File: config.mk
export PLATFORM = sky130hd
export DESIGN_NAME = wma_sum_ram
export DESIGN_NICKNAME = d
export VERILOG_FILES = /design/src/rtl/core/weighted_mean_accumulator_core_defines.svh /design/src/rtl/core/wma_pkg.sv /design/src/rtl/core/wma_sum_ram.sv
export SDC_FILE = /design/constraint.sdc
export NUM_CORES = 2
export LEC_CHECK = 0
export ABC_AREA = 1
export BUFFER_PORTS_ARGS = -buffer_cell sky130_fd_sc_hd__clkbuf_2
export CORE_MARGIN = 8
export CORE_UTILIZATION = 40
export CTS_CLUSTER_SIZE = 16
export DETAILED_ROUTE_END_ITERATION = 8
export PLACE_DENSITY = 0.57
export SLEW_MARGIN = 20
export SYNTH_ARGS = -nofsm -noshare
export SYNTH_HDL_FRONTEND = slang
export SYNTH_SLANG_ARGS = --single-unit
File: constraint.sdc
create_clock -name clk_i -period 1.7 [get_ports clk_i]
set_input_delay 0.17 -clock clk_i [delete_from_list [all_inputs] [get_ports clk_i]]
set_output_delay 0.17 -clock clk_i [all_outputs]
set_load 0.01 [all_outputs]
File: src/rtl/core/weighted_mean_accumulator_core_defines.svh
// ----------------------------------------------------------------------------
// Weighted mean accumulator assertion macros
// Shared concurrent assertion wrappers for the accumulator core modules.
// ----------------------------------------------------------------------------
`ifndef WEIGHTED_MEAN_ACCUMULATOR_CORE_DEFINES_SVH
`define WEIGHTED_MEAN_ACCUMULATOR_CORE_DEFINES_SVH

// Assertion on a named clock, disabled while the active-low reset is asserted.
`define WMA_ASSERT_CLK(lbl, clk, rst_n, prop, msg) \
  lbl: assert property (@(posedge clk) disable iff (!rst_n) prop) else $error(msg);

// Assertion on the standard clk_i / rst_ni pair of the core.
`define WMA_ASSERT(lbl, prop, msg) `WMA_ASSERT_CLK(lbl, clk_i, rst_ni, prop, msg)

`endif

File: src/rtl/core/wma_pkg.sv
// ----------------------------------------------------------------------------
// Weighted mean accumulator package
// Constants, codes and shared types of the weighted mean accumulator core.
// ----------------------------------------------------------------------------
package wma_pkg;

  // Number of element sums kept in the store.
  localparam int VECTOR_LEN = 64;
  localparam int ADDR_W     = (VECTOR_LEN > 1) ? $clog2(VECTOR_LEN) : 1;

  // Datapath widths.
  localparam int SUM_W      = 64;
  localparam int TOT_W      = 32;
  localparam int MEAN_W     = 32;

  // Restoring divider: one quotient bit per cycle.
  localparam int DIV_STEPS  = SUM_W;
  localparam int DIV_CNT_W  = $clog2(DIV_STEPS);

  // Item function codes (code three is unused and completes with no effect).
  typedef enum logic [1:0] {
    FUNC_ACC   = 2'd0,
    FUNC_MERGE = 2'd1,
    FUNC_READ  = 2'd2
  } func_e;

  // Result status codes.
  typedef enum logic [1:0] {
    ST_OK       = 2'd0,
    ST_WEIGHT   = 2'd1,
    ST_CONSUMED = 2'd2,
    ST_ZERODIV  = 2'd3
  } status_e;

  // Control sequencer states.
  typedef enum logic [1:0] {
    S_IDLE = 2'd0,
    S_RMW  = 2'd1,
    S_DIV  = 2'd2
  } state_e;

  // Request to the single-port sum store.
  typedef struct packed {
    logic              re;
    logic              we;
    logic [ADDR_W-1:0] addr;
    logic [SUM_W-1:0]  wdata;
  } ram_req_t;

endpackage

File: src/rtl/core/wma_sum_ram.sv
// ----------------------------------------------------------------------------
// Weighted mean accumulator sum store
// Single-port synchronous memory of element sums with registered read data.
// Per-entry valid bits make unwritten entries read as zero after reset.
// ----------------------------------------------------------------------------
module wma_sum_ram (
  input  logic                     clk_i,
  input  logic                     rst_ni,
  input  wma_pkg::ram_req_t        req_i,
  output logic [wma_pkg::SUM_W-1:0] rdata_o
);

  logic [wma_pkg::SUM_W-1:0]      mem [wma_pkg::VECTOR_LEN];
  logic [wma_pkg::VECTOR_LEN-1:0] valid_q;
  logic [wma_pkg::SUM_W-1:0]      rdata_q;
  logic                           rvalid_q;

  // Storage array and registered read data.
  always_ff @(posedge clk_i) begin
    if (req_i.we) begin
      mem[req_i.addr] <= req_i.wdata;
    end
    if (req_i.re) begin
      rdata_q <= mem[req_i.addr];
    end
  end

  // Valid bits are cleared by reset and set on the first write of an entry.
  always_ff @(posedge clk_i or negedge rst_ni) begin
    if (!rst_ni) begin
      valid_q  <= '0;
      rvalid_q <= 1'b0;
    end else begin
      if (req_i.we) begin
        valid_q[req_i.addr] <= 1'b1;
      end
      if (req_i.re) begin
        rvalid_q <= valid_q[req_i.addr];
      end
    end
  end

  // An entry that was never written reads as its reset value of zero.
  assign rdata_o = rvalid_q ? rdata_q : '0;

endmodule

==> summary.md <==
| Metric | Value |
|---|---|
| Fin crit period | `2470 ps` |
| Vias in the first global route | `109000` |
| Number of flops mapped to enable cells by yosys | `4160` |
| Final period util | `145%` |
| Gr usage total | `27.2%` |
| Yosys warns | `0` |
| H-tree Lvls | `5` |
| Synth Area in XOR/XNOR | `0%` |
| Async SR Flop Fraction | `1.54%` |
| Setup ws final | `-766 ps` |
| Clock sink total | `4225` |
| Max-slew headroom | `32.9%` |
| DRT iter0 DRCs | `16200` |
| Rows | `237` |
| Post-Synth Simple-Gate Area | `15.8%` |
| CP most frequent cell | `buf_16` |
| Crit-path cells | `buf_12 > buf_16 > buf_16 > nand2_4 > inv_4 > buf_6` |
| Clock buffer depth | `4` |
| Total Routed Length | `612000 µm` |
| Netlist cell types | `26` |
| Max cap viols | `0` |
| R2R depth | `8` |
| Crit-path max FO | `7` |
| #FFs+latches synth | `4225` |
| Ports | `138` |
| Crit-path slowest cell | `dfrtp_4` |
| Type of origin of the critical path | `flop` |
| Gpl congestion | `0.859` |
| Port bufs | `137` |
| CTS tree | `yes` |
| Worst Skew | `49.5 ps` |
| Worst Hold End | `rdata_q[52]$_DFFE_PP_` |
| CTS Buf Count | `431` |
| Area grow syn2layout | `24.3%` |
| Post-synthesis mux area share | `0%` |
| Outcome | `finished with violations` |
| Final Util | `49.9%` |
| End of the worst register-to-register path | `rdata_q[17]$_DFFE_PP_` |
| Post-synthesis compound-gate area fraction | `5.84%` |
| Mapped Cells | `13700` |
| Maximum clock rate | `406 MHz` |
| Clk slew on worst S/H paths | `60 ps` |
| Worst EP required | `1530 ps` |
| Max-slew violations | `0` |
| Min-Delay Path Class | `primary input to flop` |
| WP data arrival | `2300 ps` |
| Core area | `416000 µm²` |
| Ys flop type | `edfxtp_1` |
| Largest family of logic cells by synthesized area | `simple AND/OR/NAND/NOR gates` |
| DR DRC count | `0` |
| Layout cells sized above 1 | `16.2%` |
| Max VDD drop | `859 µV` |
| Via-per-instance ratio | `5.53` |
| Worst skew pair latency | `980 ps` |
| Failing checks | `negative setup slack` |
| Grt ovf | `0` |
| Synth Area per Inst | `12.2 µm²` |
| First-pass GRT wire length | `850000 µm` |
| Pleak | `76.6 nW` |
| Most frequent cells in the layout | `5680 x nand2_1, 4160 x edfxtp_1, 1167 x a21oi_1, 844 x buf_4, 654 x buf_12` |
| DR pass1 iterations | `6` |
| Reg-to-reg critical path startpoint | `mem[61][17]$_DFFE_PP_` |
| Hold Startpoint | `req_i[66]` |
| Via Count | `116000` |
| Overall Power | `227 mW` |
| Routed len/inst | `29.2 µm` |
| Seq/Total Area, Yosys | `75.9%` |
| Mapped Area | `167000 µm²` |
| # setup viols final | `64` |
| CP Capture Type | `output port` |
| Die area | `438000 µm²` |
| Root Buffer | `clkbuf_16` |
| FF-to-FF setup slack | `30 ps` |
| Adder-Cell Fraction of Synth Area | `0%` |
| Largest net degree at the start of global routing | `87` |
| Synth Net Count | `13800` |
| Initial core utilization | `40.1%` |
| Routed Antenna Nets | `0` |
| Crit path largest cell delay | `420 ps` |
| Hpwl dp | `395000 µm` |
| Unrepaired setup endpoints after global routing | `true` |
| Initial antenna violation count | `19` |
| Pwr dens | `1100 nW/µm²` |
| Endpoints failing hold | `0` |
| DIE HEIGHT | `662 µm` |
| Least-Margin Pin Slew | `1010 ps` |
| Hold Path Cell Cnt | `8` |
| Final layout net count | `15200` |
| Die W | `662 µm` |
| Crit path kind | `flop to output port` |
| Most common cell after layout, fill and taps aside | `nand2_1` |
-- final cells by class --
type                            count  area (µm²)
Fill cell                       35800      209000
Sequential cell                  4225      127000
Multi-Input combinational cell   8499       37400
Timing Repair Buffer             1719       21500
Clock buffer                      506       11200
Tap cell                         5497        6880
Clock inverter                    301        2910
Inverter                          225         931
Antenna cell                       15        37.5
-- per-layer routing --
layer	routed length (µm)	up-vias	track usage [%]
met5	13	-	0
met4	28500	2	10.9
met3	59200	1090	4.60
met2	279000	6398	42.8
met1	245000	58200	37.7
li1	-	50300	-
-- metrics by stage --
stage | hold WS, ps | cells | setup slack (ps) | TNS [ps] | instance area (µm²)
final | 57.4 | 21000 | -766 | -44980 | 207000
after detailed placement | 175 | 20100 | -941 | -2311780 | 191000
after CTS | 4.49 | 21000 | -829 | -775910 | 207000
after global placement | 171 | 20100 | -923 | -2327630 | 191000
after global routing | 52.8 | 21000 | -795 | -47380 | 207000
after floorplan | -126 | 13700 | -838 | -3146310 | 168000
-- power by group --
| group | switching [mW] | internal, mW | total (mW) |
|---|---|---|---|
| Combinational | 10.3 | 5.16 | 15.5 |
| Clock | 41.5 | 54.4 | 95.9 |
| Sequential | 0.575 | 115 | 116 |
| Total | 52.5 | 175 | 227 |
-- worst max-delay path: cells and delay by family (launching register included) --
family | cells | cell delay [ps]
buffers and inverters | 5 | 800
and+or+nand+nor | 1 | 70
DFF | 1 | 420
-- registers in the layout (all words and copies together) (netlist names) --
register / flops
rvalid_q: 1
mem: 4096
rdata_q: 64
valid_q: 64
-- how the worst max path moves through the flow --
stage	cells after the start	startpoint	endpoint
6_report	6	rvalid_q$_DFFE_PN0P_	rdata_o[6]
5_1_grt	5	rvalid_q$_DFFE_PN0P_	rdata_o[9]
4_1_cts	5	rvalid_q$_DFFE_PN0P_	rdata_o[9]
3_5_place_dp	14	req_i[64]	rdata_q[52]$_DFFE_PP_
3_3_place_gp	14	req_i[64]	rdata_q[52]$_DFFE_PP_
2_1_floorplan	9	req_i[65]	mem[13][0]$_DFFE_PP_
-- synthesized netlist by cell type, drive strengths merged (107+ instances only) --
| cell type | n | area share (%) |
|---|---|---|
| clkbuf | 309 | 0.70 |
| nand4 | 108 | 0.40 |
| a22oi | 182 | 0.82 |
| inv | 225 | 0.51 |
| nand3b | 107 | 0.48 |
| nor2 | 356 | 0.82 |
| o21ai | 452 | 1.4 |
| buf | 434 | 1.3 |
| edfxtp | 4160 | 75 |
| nand2 | 5763 | 13 |
| a21oi | 1169 | 3.5 |
| or2 | 229 | 0.86 |
-- kinds of logic (layout without fill, tap and decap cells) --
logic type             after synthesis  in the layout
AO/OA/AOI/OAI                     1838           1838
other                                0             15
AND/OR/NAND/NOR                   6661           6661
flip-flops                        4225           4225
buffers and inverters              968           2751
-- timing repair --
action                                  in CTS  in global routing
gates resized for setup                    174                166
pin swaps                                    9                 22
cloned                                       3                  2
buffers inserted                             9                  5
hold buffers                                71                  1
endpoints found under the setup margin      75               2875
hold endpoints to repair                  4063                  1
(Power assumes the default switching activity.)
