## src/rtl/core/weighted_mean_accumulator_core_defines.svh

```systemverilog
// ----------------------------------------------------------------------------
// Weighted mean accumulator assertion macros
// Shared concurrent assertion wrappers for the accumulator core modules.
// ----------------------------------------------------------------------------
`ifndef WEIGHTED_MEAN_ACCUMULATOR_CORE_DEFINES_SVH
`define WEIGHTED_MEAN_ACCUMULATOR_CORE_DEFINES_SVH

// Assertion on a named clock, disabled while the active-low reset is asserted.
`define WMA_ASSERT_CLK(lbl, clk, rst_n, prop, msg) \
  lbl: assert property (@(posedge clk) disable iff (!rst_n) prop) else $error(msg);

// Assertion on the standard clk_i / rst_ni pair of the core.
`define WMA_ASSERT(lbl, prop, msg) `WMA_ASSERT_CLK(lbl, clk_i, rst_ni, prop, msg)

`endif

```

## src/rtl/core/wma_pkg.sv

```systemverilog
// ----------------------------------------------------------------------------
// Weighted mean accumulator package
// Constants, codes and shared types of the weighted mean accumulator core.
// ----------------------------------------------------------------------------
package wma_pkg;

  // Number of element sums kept in the store.
  localparam int VECTOR_LEN = 64;
  localparam int ADDR_W     = (VECTOR_LEN > 1) ? $clog2(VECTOR_LEN) : 1;

  // Datapath widths.
  localparam int SUM_W      = 64;
  localparam int TOT_W      = 32;
  localparam int MEAN_W     = 32;

  // Restoring divider: one quotient bit per cycle.
  localparam int DIV_STEPS  = SUM_W;
  localparam int DIV_CNT_W  = $clog2(DIV_STEPS);

  // Item function codes (code three is unused and completes with no effect).
  typedef enum logic [1:0] {
    FUNC_ACC   = 2'd0,
    FUNC_MERGE = 2'd1,
    FUNC_READ  = 2'd2
  } func_e;

  // Result status codes.
  typedef enum logic [1:0] {
    ST_OK       = 2'd0,
    ST_WEIGHT   = 2'd1,
    ST_CONSUMED = 2'd2,
    ST_ZERODIV  = 2'd3
  } status_e;

  // Control sequencer states.
  typedef enum logic [1:0] {
    S_IDLE = 2'd0,
    S_RMW  = 2'd1,
    S_DIV  = 2'd2
  } state_e;

  // Request to the single-port sum store.
  typedef struct packed {
    logic              re;
    logic              we;
    logic [ADDR_W-1:0] addr;
    logic [SUM_W-1:0]  wdata;
  } ram_req_t;

endpackage

```

## src/rtl/core/wma_divider.sv

```systemverilog
// ----------------------------------------------------------------------------
// Weighted mean accumulator divider
// Unsigned restoring divider, 64-bit dividend by 32-bit divisor, one
// quotient bit per cycle. The quotient holds after completion.
// ----------------------------------------------------------------------------
module wma_divider (
  input  logic                      clk_i,
  input  logic                      rst_ni,
  input  logic                      start_i,
  input  logic [wma_pkg::SUM_W-1:0] dividend_i,
  input  logic [wma_pkg::TOT_W-1:0] divisor_i,
  output logic                      busy_o,
  output logic [wma_pkg::SUM_W-1:0] quotient_o
);

  logic                          busy_q;
  logic [wma_pkg::DIV_CNT_W-1:0] cnt_q;
  logic [wma_pkg::SUM_W-1:0]     quo_q;
  logic [wma_pkg::TOT_W-1:0]     rem_q;
  logic [wma_pkg::TOT_W-1:0]     dsr_q;
  logic [wma_pkg::TOT_W:0]       trial;
  logic [wma_pkg::TOT_W:0]       diff;
  logic                          fits;

  // One restoring step: shift in the next dividend bit and try a subtract.
  always_comb begin
    trial = {rem_q, quo_q[wma_pkg::SUM_W-1]};
    diff  = trial - {1'b0, dsr_q};
    fits  = (trial >= {1'b0, dsr_q});
  end

  // Step counter and busy flag.
  always_ff @(posedge clk_i or negedge rst_ni) begin
    if (!rst_ni) begin
      busy_q <= 1'b0;
      cnt_q  <= '0;
    end else if (start_i) begin
      busy_q <= 1'b1;
      cnt_q  <= wma_pkg::DIV_CNT_W'(wma_pkg::DIV_STEPS - 1);
    end else if (busy_q) begin
      cnt_q <= cnt_q - 1'b1;
      if (cnt_q == '0) begin
        busy_q <= 1'b0;
      end
    end
  end

  // Partial remainder and quotient shift register.
  always_ff @(posedge clk_i) begin
    if (start_i) begin
      quo_q <= dividend_i;
      rem_q <= '0;
      dsr_q <= divisor_i;
    end else if (busy_q) begin
      quo_q <= {quo_q[wma_pkg::SUM_W-2:0], fits};
      rem_q <= fits ? diff[wma_pkg::TOT_W-1:0] : trial[wma_pkg::TOT_W-1:0];
    end
  end

  assign busy_o     = busy_q;
  assign quotient_o = quo_q;

endmodule

```

## config.mk

```make
export PLATFORM = sky130hd
export DESIGN_NAME = wma_divider
export DESIGN_NICKNAME = d
export VERILOG_FILES = /design/src/rtl/core/weighted_mean_accumulator_core_defines.svh /design/src/rtl/core/wma_pkg.sv /design/src/rtl/core/wma_divider.sv
export SDC_FILE = /design/constraint.sdc
export NUM_CORES = 1
export LEC_CHECK = 0
export ABC_CLOCK_PERIOD_IN_PS = 3200
export BUFFER_PORTS_ARGS = -buffer_cell sky130_fd_sc_hd__buf_4
export CAP_MARGIN = 25
export CORE_ASPECT_RATIO = 0.6
export CORE_UTILIZATION = 35
export CTS_CLUSTER_DIAMETER = 50
export DETAILED_ROUTE_END_ITERATION = 7
export SYNTH_ARGS = -nofsm -noshare
export SYNTH_HDL_FRONTEND = slang
export SYNTH_SLANG_ARGS = --single-unit
```

## constraint.sdc

```tcl
create_clock -name clk_i -period 3.2 [get_ports clk_i]
set_input_delay 0.32 -clock clk_i [delete_from_list [all_inputs] [get_ports clk_i]]
set_output_delay 0.32 -clock clk_i [all_outputs]
set_load 0.05 [all_outputs]
```

==> results.txt, run 1 <==
Synth top area share: 39.3%
GRT overflow: 0
Final period util: 93.7%
share of cells above drive strength 1: 35.8%
Crit path required time: 3.48 ns
GRT Total Usage: 16.9%
first-pass GRT wire length: 28000 um
CTS root buffer: clkbuf_16
pre-CTS setup slack: 0.140 ns
path depth of the worst reg2reg path: 13
power density over cell area: 787 mW/mm^2
fin nets: 947
Final Slew Violations: 0
Psw: 2.79 mW
critical path endpoint: rem_q[24]
vias per std cell: 4.95
initial antenna violation count: 0
Area contributors post-synth: edfxtp_1, mux2_2, dfxtp_1
Fillers: 1894
Area after DPL: 0.00894 sq mm
maximum clock path buffer count: 2
via count: 5439
maximum vdd drop: 0.000470 V
# rows: 40
WL final: 17900 um
final antenna-violating net count: 0
global placement routability congestion: 0.809
Yosys warning total: 0
flop2flop setup slack: 0.20 ns
relative slew slack: 33.6%
Peak Freq: 0.334 GHz
worst setup path startpoint: quotient_o[63]
Clock Sinks: 135
clock group share of total power: 26.8%
DRC: 0
final-report setup violation count: 0
clk slew on worst S/H paths: 0.07 ns
CTS Buf Count: 17
dpl hpwl: 12800 um
height of the chip: 114 um
largest net degree at the start of global routing: 132
# H-tree levels: 4
top-count cell post-synth: edfxtp_1
final setup margin: 0.203 ns
Worst Path Max Fanout: 3
mean post-synth cell area: 11.4 sq um
Gate Count Post-Synth: 642
setup TNS: 0 ns
Clock Skew: 0.0126 ns
DIE AREA: 0.0216 sq mm
Netlist cell types: 67
sw frac: 37.0%
Post-Syn Area: 0.00734 sq mm
Top FF cell, synth: edfxtp_1
Cell Int Power: 4.75 mW
vias in the first global route: 5053
static leakage: 3.99 nW
Slew @ Worst Pin: 0.993 ns
sequential area share after synthesis: 50.4%
Starting Density: 36.2%
crit path time final: 3.00 ns
I/O Pins: 164
combinational group share of total power: 41.3%
Critical R2R Launch: quotient_o[63]
sequential fraction of design power: 31.9%
post-synth net total: 776
CTS tree: built
HP Class: primary input to flip-flop
critical path class: flip-flop to flip-flop
Ant. Diodes: 0
synth cell count leaders: edfxtp_1, mux2_2, nor2_1
Placed Cells: 1065
Worst-Skew Late Latency: 0.43 ns
#FFs+latches synth: 135
synth-to-layout area growth: 30.5%
die width: 189 um
Layout Cells excl Fill: 1099
final hold slack: 0.0584 ns
fraction of registers with async set/reset: 5.19%
outcome: completed
detailed router's first-iteration violation count: 462
core area: 0.0203 sq mm
RSZ-0062 raised after global routing: false
per-cell routed wire length: 16.3 um
area leader, netlist: edfxtp_1
port buffer count: 163
DRT Pass-1 Iters: 5
hold path start: divisor_i[12]
maxcap violations: 0
Crit. End Element: flip-flop
Startpoint Class: flip-flop
final instance area: 0.00959 sq mm
Post-synth EDFFs: 96
number of hold violations in the final report: 0
Worst EP arrival: 3.27 ns
reg-to-reg endpoint: rem_q[24]
[metal layers]
layer  share of wire (%)  wire, um  global-route usage, %
met3                 5.2       939                   4.29
met1                  54      9590                   26.4
met5                   0         0                      0
met2                  40      7230                   22.4
met4                0.70       125                   4.68
[worst min path at each step]
stage | end | slack (ns) | depth (start not counted)
CTS | dsr_q[12] | 0.04 | 1
global placement | cnt_q[5] | 0.14 | 1
global route | dsr_q[10] | 0.04 | 1
finish | dsr_q[12] | 0.06 | 1
detailed placement | busy_o | 0.14 | 1
floorplan | busy_o | 0.02 | 0
[registers in the layout (all words and copies together) (netlist names)]
register    flops
rem_q          32
dsr_q          32
quotient_o     64
busy_o          1
cnt_q           6
[power by group through the flow]
stage          clock network [mW]  logic, mW  registers (mW)
3_5_place_dp                    0       3.04            2.44
4_1_cts                      2.07       3.06            2.40
2_1_floorplan                   0       1.97            2.71
6_report                     2.02       3.12            2.40
5_1_grt                      2.13       3.40            2.44
3_3_place_gp                    0       3.06            2.43
[final cells by class]
cell class | instances | area, sq um | share of cell area, %
flip-flops and latches | 135 | 3700 | 38.6
clock buffers | 17 | 425 | 4.44
multi-input cells | 435 | 3390 | 35.3
clock inverters | 15 | 178 | 1.85
repair buffers | 180 | 1390 | 14.5
well taps | 273 | 342 | 3.56
inverters | 44 | 165 | 1.72
[cell usage in the layout (no fill, tap or decap), types with 3 or more instances in the layout]
cell	instances
buf_4	176
edfxtp_1	96
mux2_2	64
nor2_1	48
inv_1	43
nand2_1	40
ha_1	34
dfxtp_1	32
a21oi_1	26
o21ai_0	26
a211oi_1	22
mux2i_1	18
xnor2_1	17
clkbuf_16	17
xor2_1	15
nand3_1	8
nand2b_1	7
dfrtp_1	7
a21o_1	6
a22o_1	6
nand4_1	6
nor3_1	6
o21bai_1	6
mux2_1	6
and3_1	5
o31a_1	5
clkinvlp_4	5
o21a_1	4
a211o_1	3
and2_1	3
o31ai_1	3
a31o_2	3
nor2b_1	3
or3b_2	3
bufinv_16	3
clkinv_2	3
buf_12	3
[metrics by stage]
| stage | utilization (%) | power, mW |
|---|---|---|
| after CTS | 47.1 | 7.54 |
| after detailed placement | 44.1 | 5.48 |
| after global placement | 44.1 | 5.49 |
| final | 47.3 | 7.54 |
| after floorplan | - | 4.68 |
| after global routing | 47.3 | 7.97 |
[critical path, stage by stage, from the launching register on]
cell and delay (ns):
edfxtp_1 0.38, inv_1 0.09, ha_1 0.18, inv_1 0.06
fa_1 0.39, a21o_1 0.22, a221oi_2 0.22, buf_4 0.17
o31a_1 0.29, o31ai_4 0.10, a31oi_4 0.24, nor3_1 0.08
o41ai_2 0.31, a311oi_1 0.12
[kinds of logic after synthesis]
| group | synth area share [%] |
|---|---|
| adders and majority gates | 6.06 |
| DFF | 50.4 |
| and+or+nand+nor | 9.30 |
| AOI/OAI and AO/OA | 13.3 |
| muxes | 13.2 |
| buffers and inverters | 4.02 |
| xor gates and xnor gates | 3.82 |
[timing repair]
action | CTS | global route
gates resized for setup | 0 | 4
setup buffers | 0 | 1
setup endpoints to repair | 0 | 4
hold buffers | 1 | 0
endpoints found under the hold margin | 7 | 0
Note: power is estimated with default switching activity, not from simulation.
==> run 2: changes to the inputs <==
--- a/config.mk
+++ b/config.mk
@@ -5,7 +5,7 @@
 export SDC_FILE = /design/constraint.sdc
 export NUM_CORES = 1
 export LEC_CHECK = 0
-export ABC_CLOCK_PERIOD_IN_PS = 3200
+export ABC_CLOCK_PERIOD_IN_PS = 3400
 export BUFFER_PORTS_ARGS = -buffer_cell sky130_fd_sc_hd__buf_4
 export CAP_MARGIN = 25
 export CORE_ASPECT_RATIO = 0.6
==> constraint.sdc (replaced) <==
create_clock -name clk_i -period 3.4 [get_ports clk_i]
set_input_delay 0.34 -clock clk_i [delete_from_list [all_inputs] [get_ports clk_i]]
set_output_delay 0.34 -clock clk_i [all_outputs]
set_load 0.05 [all_outputs]
==> results.txt, run 2 (synthesized netlist as in run 1, its figures left out) <==
Clock Sinks: 135 (unchanged)
final hold slack: 0.0867 ns (+0.0284 ns)
share of cells above drive strength 1: 34.8% (-1.0 points)
number of hold violations in the final report: 0 (unchanged)
static leakage: 3.94 nW (-1.2%)
hold path cells: 1 (unchanged)
Layout Cells excl Fill: 1094 (-0.45%)
Area after DPL: 0.00888 sq mm (-0.62%)
sw frac: 37.4% (+0.41 points)
DRT Pass-1 Iters: 5 (unchanged)
CTS tree: built
setup TNS: 0 ns (unchanged)
Slew @ Worst Pin: 1.02 ns (+0.0262 ns)
GRT Total Usage: 16.4% (-0.47 points)
Worst EP arrival: 3.40 ns (+0.13 ns)
clk slew on worst S/H paths: 0.06 ns (about the same)
WL final: 17700 um (-1.1%)
dpl hpwl: 12700 um (-0.50%)
maxcap violations: 0 (unchanged)
final antenna-violating net count: 0 (unchanged)
# H-tree levels: 4 (unchanged)
maximum clock path buffer count: 2 (unchanged)
Placed Cells: 1061 (-0.38%)
initial antenna violation count: 0 (unchanged)
DIE AREA: 0.0216 sq mm (unchanged)
power density over cell area: 732 mW/mm^2 (-6.9%)
fin util: 46.7% (-0.57 points)
vias in the first global route: 4880 (-3.4%)
Psw: 2.59 mW (-7.0%)
final-report setup violation count: 0 (unchanged)
pre-CTS setup slack: 0.381 ns (+0.241 ns)
outcome: completed
final instance area: 0.00947 sq mm (-1.2%)
Starting Density: 36.2% (unchanged)
HP Class: primary input to flip-flop
vias per std cell: 4.98 (+0.66%)
Fillers: 1893 (-0.053%)
# rows: 40 (unchanged)
worst setup path startpoint: quotient_o[63]
FF+latch area: 0.00370 sq mm (unchanged)
global placement routability congestion: 0.838 (+3.5%)
port buffer count: 163 (unchanged)
combinational group share of total power: 41.1% (-0.2 points)
Ant. Diodes: 0 (unchanged)
met1 wire length: 9520 um (-0.76%)
Setup Fix Bufs, Post-CTS: 0 (unchanged)
I/O Pins: 164 (unchanged)
crit path time final: 3.07 ns (+0.0679 ns)
synth-to-layout area growth: 28.9%
core area: 0.0203 sq mm (unchanged)
Peak Freq: 0.326 GHz (-2.2%)
detailed router's first-iteration violation count: 350 (-24%)
critical path class: flip-flop to flip-flop
RSZ-0062 raised after global routing: false
Cell Int Power: 4.34 mW (-8.6%)
final setup margin: 0.335 ns (+0.132 ns)
clock group share of total power: 26.2% (-0.6 points)
commonest non-fill, non-tap cells in the layout: buf_4, edfxtp_1, mux2_2, nor2_1, inv_1
Worst-Skew Late Latency: 0.43 ns (about the same)
die width: 189 um (unchanged)
Final period util: 90.2% (-3.5 points)
largest net degree at the start of global routing: 66 (-50%)
Critical R2R Launch: quotient_o[63]
Worst Path Max Fanout: 4 (+1)
maximum vdd drop: 0.000382 V (-19%)
Crit. End Element: flip-flop
CTS Buf Count: 17 (unchanged)
relative slew slack: 31.8% (-1.7 points)
post-CTS sizing: 0 (unchanged)
area of the multi-input gates: 0.00336 sq mm (-0.78%)
Crit path required time: 3.73 ns (+0.25 ns)
CTS Hold Bufs: 1 (unchanged)
top layer in use: met4
per-cell routed wire length: 16.2 um (-0.67%)
commonest non-fill, non-tap cell in the layout: buf_4
sequential fraction of design power: 32.6% (+0.7 points)
max reg flops: 64 (unchanged)
CTS root buffer: clkbuf_16
DRC: 0 (unchanged)
via count: 5450 (+0.20%)
hold path start: divisor_i[16]
Clock Skew: 0.0135 ns (+0.000860 ns)
height of the chip: 114 um (unchanged)
metal2 WL: 7120 um (-1.6%)
GRT overflow: 0 (unchanged)
DR WL met3: 932 um (-0.75%)
Final Power: 6.93 mW (-8.0%)
fin nets: 942 (-0.53%)
first-pass GRT wire length: 27000 um (-3.4%)
Startpoint Class: flip-flop
Final Slew Violations: 0 (unchanged)
path depth of the worst reg2reg path: 13 (unchanged)
run 2: power by group through the flow:
stage	Combinational [mW]	Clock [mW]	Sequential, mW
after floorplan	1.86	0	2.55
after global placement	2.83	0	2.29
after detailed placement	2.81	0	2.29
after CTS	2.84	1.86	2.26
after global routing	3.11	1.93	2.30
final	2.85	1.82	2.26
run 2: worst max-delay path, stage by stage, from the launching register on:
cell      delay [ns]
edfxtp_1        0.39
inv_1           0.10
ha_1            0.16
inv_1           0.05
fa_1            0.39
a21o_1          0.21
a221oi_1        0.24
buf_4           0.19
o31a_1          0.24
a21oi_1         0.23
a211oi_1        0.29
xnor2_1         0.15
mux2i_1         0.09
a211oi_1        0.23
run 2: path summary, 6_finish.rpt:
kind | endpoint | slack [ns]
max in group asynchronous | cnt_q[5] | 3.00
hold / removal | dsr_q[16] | 0.09
setup / recovery | rem_q[30] | 0.33
setup reg to reg | rem_q[30] | 0.33
min in group asynchronous | cnt_q[1] | 0.27
hold reg to reg | rem_q[22] | 0.50
run 2: layout make-up:
| type | count | share of cell area (%) |
|---|---|---|
| repair buffers | 175 | 14.0 |
| inverters | 44 | 1.74 |
| clock inverters | 15 | 1.60 |
| flip-flops and latches | 135 | 39.1 |
| multi-input cells | 435 | 35.5 |
| well taps | 273 | 3.61 |
| clock buffers | 17 | 4.49 |
run 2: metal layers:
metal,GRT usage [%],vias to the layer above
met5,0,-
met4,4.35,0
met3,4.32,11
met2,21.1,151
met1,26.1,2566
li1,-,2722
==> run 3: changes to the inputs <==
--- a/config.mk
+++ b/config.mk
@@ -12,6 +12,7 @@
 export CORE_UTILIZATION = 35
 export CTS_CLUSTER_DIAMETER = 50
 export DETAILED_ROUTE_END_ITERATION = 7
+export REMOVE_ABC_BUFFERS = 1
 export SYNTH_ARGS = -nofsm -noshare
 export SYNTH_HDL_FRONTEND = slang
 export SYNTH_SLANG_ARGS = --single-unit
==> results.txt, run 3 (synthesized netlist as in run 1, its figures left out) <==
hold path cells: 1 (unchanged)
final-report setup violation count: 0 (unchanged)
HP Class: primary input to flip-flop
I/O Pins: 164 (unchanged)
Ant. Diodes: 0 (unchanged)
Crit. End Element: flip-flop
GRT Total Usage: 17.8% (+1.4 points)
synth-to-layout area growth: 29.4%
DRC: 0 (unchanged)
flop2flop setup slack: 0.28 ns (-0.05 ns)
commonest non-fill, non-tap cells in the layout: buf_4, edfxtp_1, mux2_2, nor2_1, inv_1
core area: 0.0203 sq mm (unchanged)
Slew @ Worst Pin: 0.902 ns (-0.117 ns)
reg-to-reg endpoint: rem_q[24]
Startpoint Class: flip-flop
Crit path required time: 3.70 ns (-0.03 ns)
final instance area: 0.00951 sq mm (+0.37%)
hold path start: divisor_i[17]
final hold slack: 0.0789 ns (-0.00784 ns)
Starting Density: 36.2% (unchanged)
# H-tree levels: 4 (unchanged)
Final period util: 91.6% (+1.5 points)
path depth of the worst reg2reg path: 12 (-1)
final antenna-violating net count: 0 (unchanged)
Final Power: 7.00 mW (+0.94%)
GRT overflow: 0 (unchanged)
Worst-Skew Late Latency: 0.43 ns (about the same)
static leakage: 3.97 nW (+0.73%)
Setup Fix Bufs, Post-CTS: 0 (unchanged)
vias per std cell: 5.00 (+0.28%)
via count: 5490 (+0.73%)
outcome: completed
die width: 189 um (unchanged)
Clock Skew: 0.0111 ns (-0.00239 ns)
Fillers: 1920 (+1.4%)
dpl hpwl: 13300 um (+4.1%)
Worst EP arrival: 3.41 ns (about the same)
clk slew on worst S/H paths: 0.06 ns (about the same)
Worst Path Max Fanout: 3 (-1)
relative slew slack: 39.9% (+8.1 points)
number of hold violations in the final report: 0 (unchanged)
vias in the first global route: 5400 (+11%)
maximum vdd drop: 0.000435 V (+14%)
CTS Buf Count: 17 (unchanged)
max reg flops: 64 (unchanged)
Area after DPL: 0.00890 sq mm (+0.20%)
CTS root buffer: clkbuf_16
Hold Path End: dsr_q[17]
Critical R2R Launch: quotient_o[63]
RSZ-0062 raised after global routing: false
maximum clock path buffer count: 2 (unchanged)
critical path class: flip-flop to flip-flop
maxcap violations: 0 (unchanged)
Clock Sinks: 135 (unchanged)
crit path time final: 3.12 ns (+0.0499 ns)
initial antenna violation count: 0 (unchanged)
global placement routability congestion: 0.921 (+9.9%)
port buffer count: 163 (unchanged)
fin nets: 947 (+0.53%)
# rows: 40 (unchanged)
share of cells above drive strength 1: 35.5% (+0.64 points)
Final Slew Violations: 0 (unchanged)
DIE AREA: 0.0216 sq mm (unchanged)
power density over cell area: 736 mW/mm^2 (+0.56%)
Peak Freq: 0.321 GHz (-1.6%)
commonest non-fill, non-tap cell in the layout: buf_4
height of the chip: 114 um (unchanged)
WL final: 18500 um (+4.6%)
per-cell routed wire length: 16.8 um (+4.2%)
DRT Pass-1 Iters: 5 (unchanged)
first-pass GRT wire length: 29200 um (+8.0%)
CTS tree: built
largest net degree at the start of global routing: 66 (unchanged)
detailed router's first-iteration violation count: 409 (+17%)
[run 3: cell types whose count changed in the layout (fill, tap and decap cells not counted)]
cell / delta
a221oi_1: -1
a221oi_2: +1
buf_12: -1
buf_4: +5
clkbuf_1: +1
clkinv_1: -2
clkinv_2: +2
clkinvlp_4: -1
o211ai_2: +1
[run 3: timing repair]
| action | 4_1_cts | 5_1_grt |
|---|---|---|
| endpoints found under the hold margin | 7 | 0 |
| endpoints found under the setup margin | 0 | 5 |
| resized for setup | 0 | 1 |
| hold buffers | 1 | 0 |
[run 3: area by class of cell]
cell class | instances | area, sq um | area share [%]
clock buffer | 18 | 429 | 4.51
timing repair buffer | 179 | 1350 | 14.2
inverter | 44 | 165 | 1.74
sequential | 135 | 3700 | 38.9
multi-input combinational | 436 | 3380 | 35.5
tap | 273 | 342 | 3.59
clock inverter | 14 | 146 | 1.54
[run 3: stage by stage]
step,setup slack [ns],TNS (ns),util [%],instances
after floorplan,-0.282,-13.60,-,614
after global placement,0.297,0,43.9,1065
after detailed placement,0.222,0,43.9,1065
after CTS,0.190,0,46.8,1098
after global routing,0.0168,0,46.9,1099
final,0.285,0,46.9,1099
[run 3: worst max-delay path by stage]
| stage | start | end | slack, ns |
|---|---|---|---|
| 2_1_floorplan | busy_o | rem_q[23] | -0.28 |
| 3_3_place_gp | quotient_o[63] | rem_q[24] | 0.30 |
| 3_5_place_dp | quotient_o[63] | rem_q[24] | 0.22 |
| 4_1_cts | quotient_o[63] | rem_q[24] | 0.19 |
| 5_1_grt | quotient_o[63] | rem_q[24] | 0.02 |
| 6_report | quotient_o[63] | rem_q[24] | 0.28 |
[run 3: report_power, final]
| group | leakage, nW | switching [mW] | internal, mW | total, mW |
|---|---|---|---|---|
| registers | 1.32 | 0.189 | 2.07 | 2.26 |
| clock network | 0.277 | 0.751 | 1.08 | 1.83 |
| logic | 2.37 | 1.69 | 1.21 | 2.91 |
[run 3: critical path, stage by stage (launching register included)]
cell and delay [ns]:
edfxtp_1 0.38, inv_1 0.08, ha_1 0.16, inv_1 0.06
fa_1 0.39, a21o_1 0.23, a221oi_2 0.34, o31a_1 0.29
o31ai_4 0.10, a31oi_2 0.30, nor3_1 0.09, o41ai_1 0.41
a311oi_1 0.14
[run 3: routing by layer]
layer	vias up	share of wire (%)	track usage, %
li1	2715	-	-
met5	-	0	0
met2	175	38	23.1
met4	0	0.97	5.54
met3	11	9.9	8.09
met1	2589	51	25.8
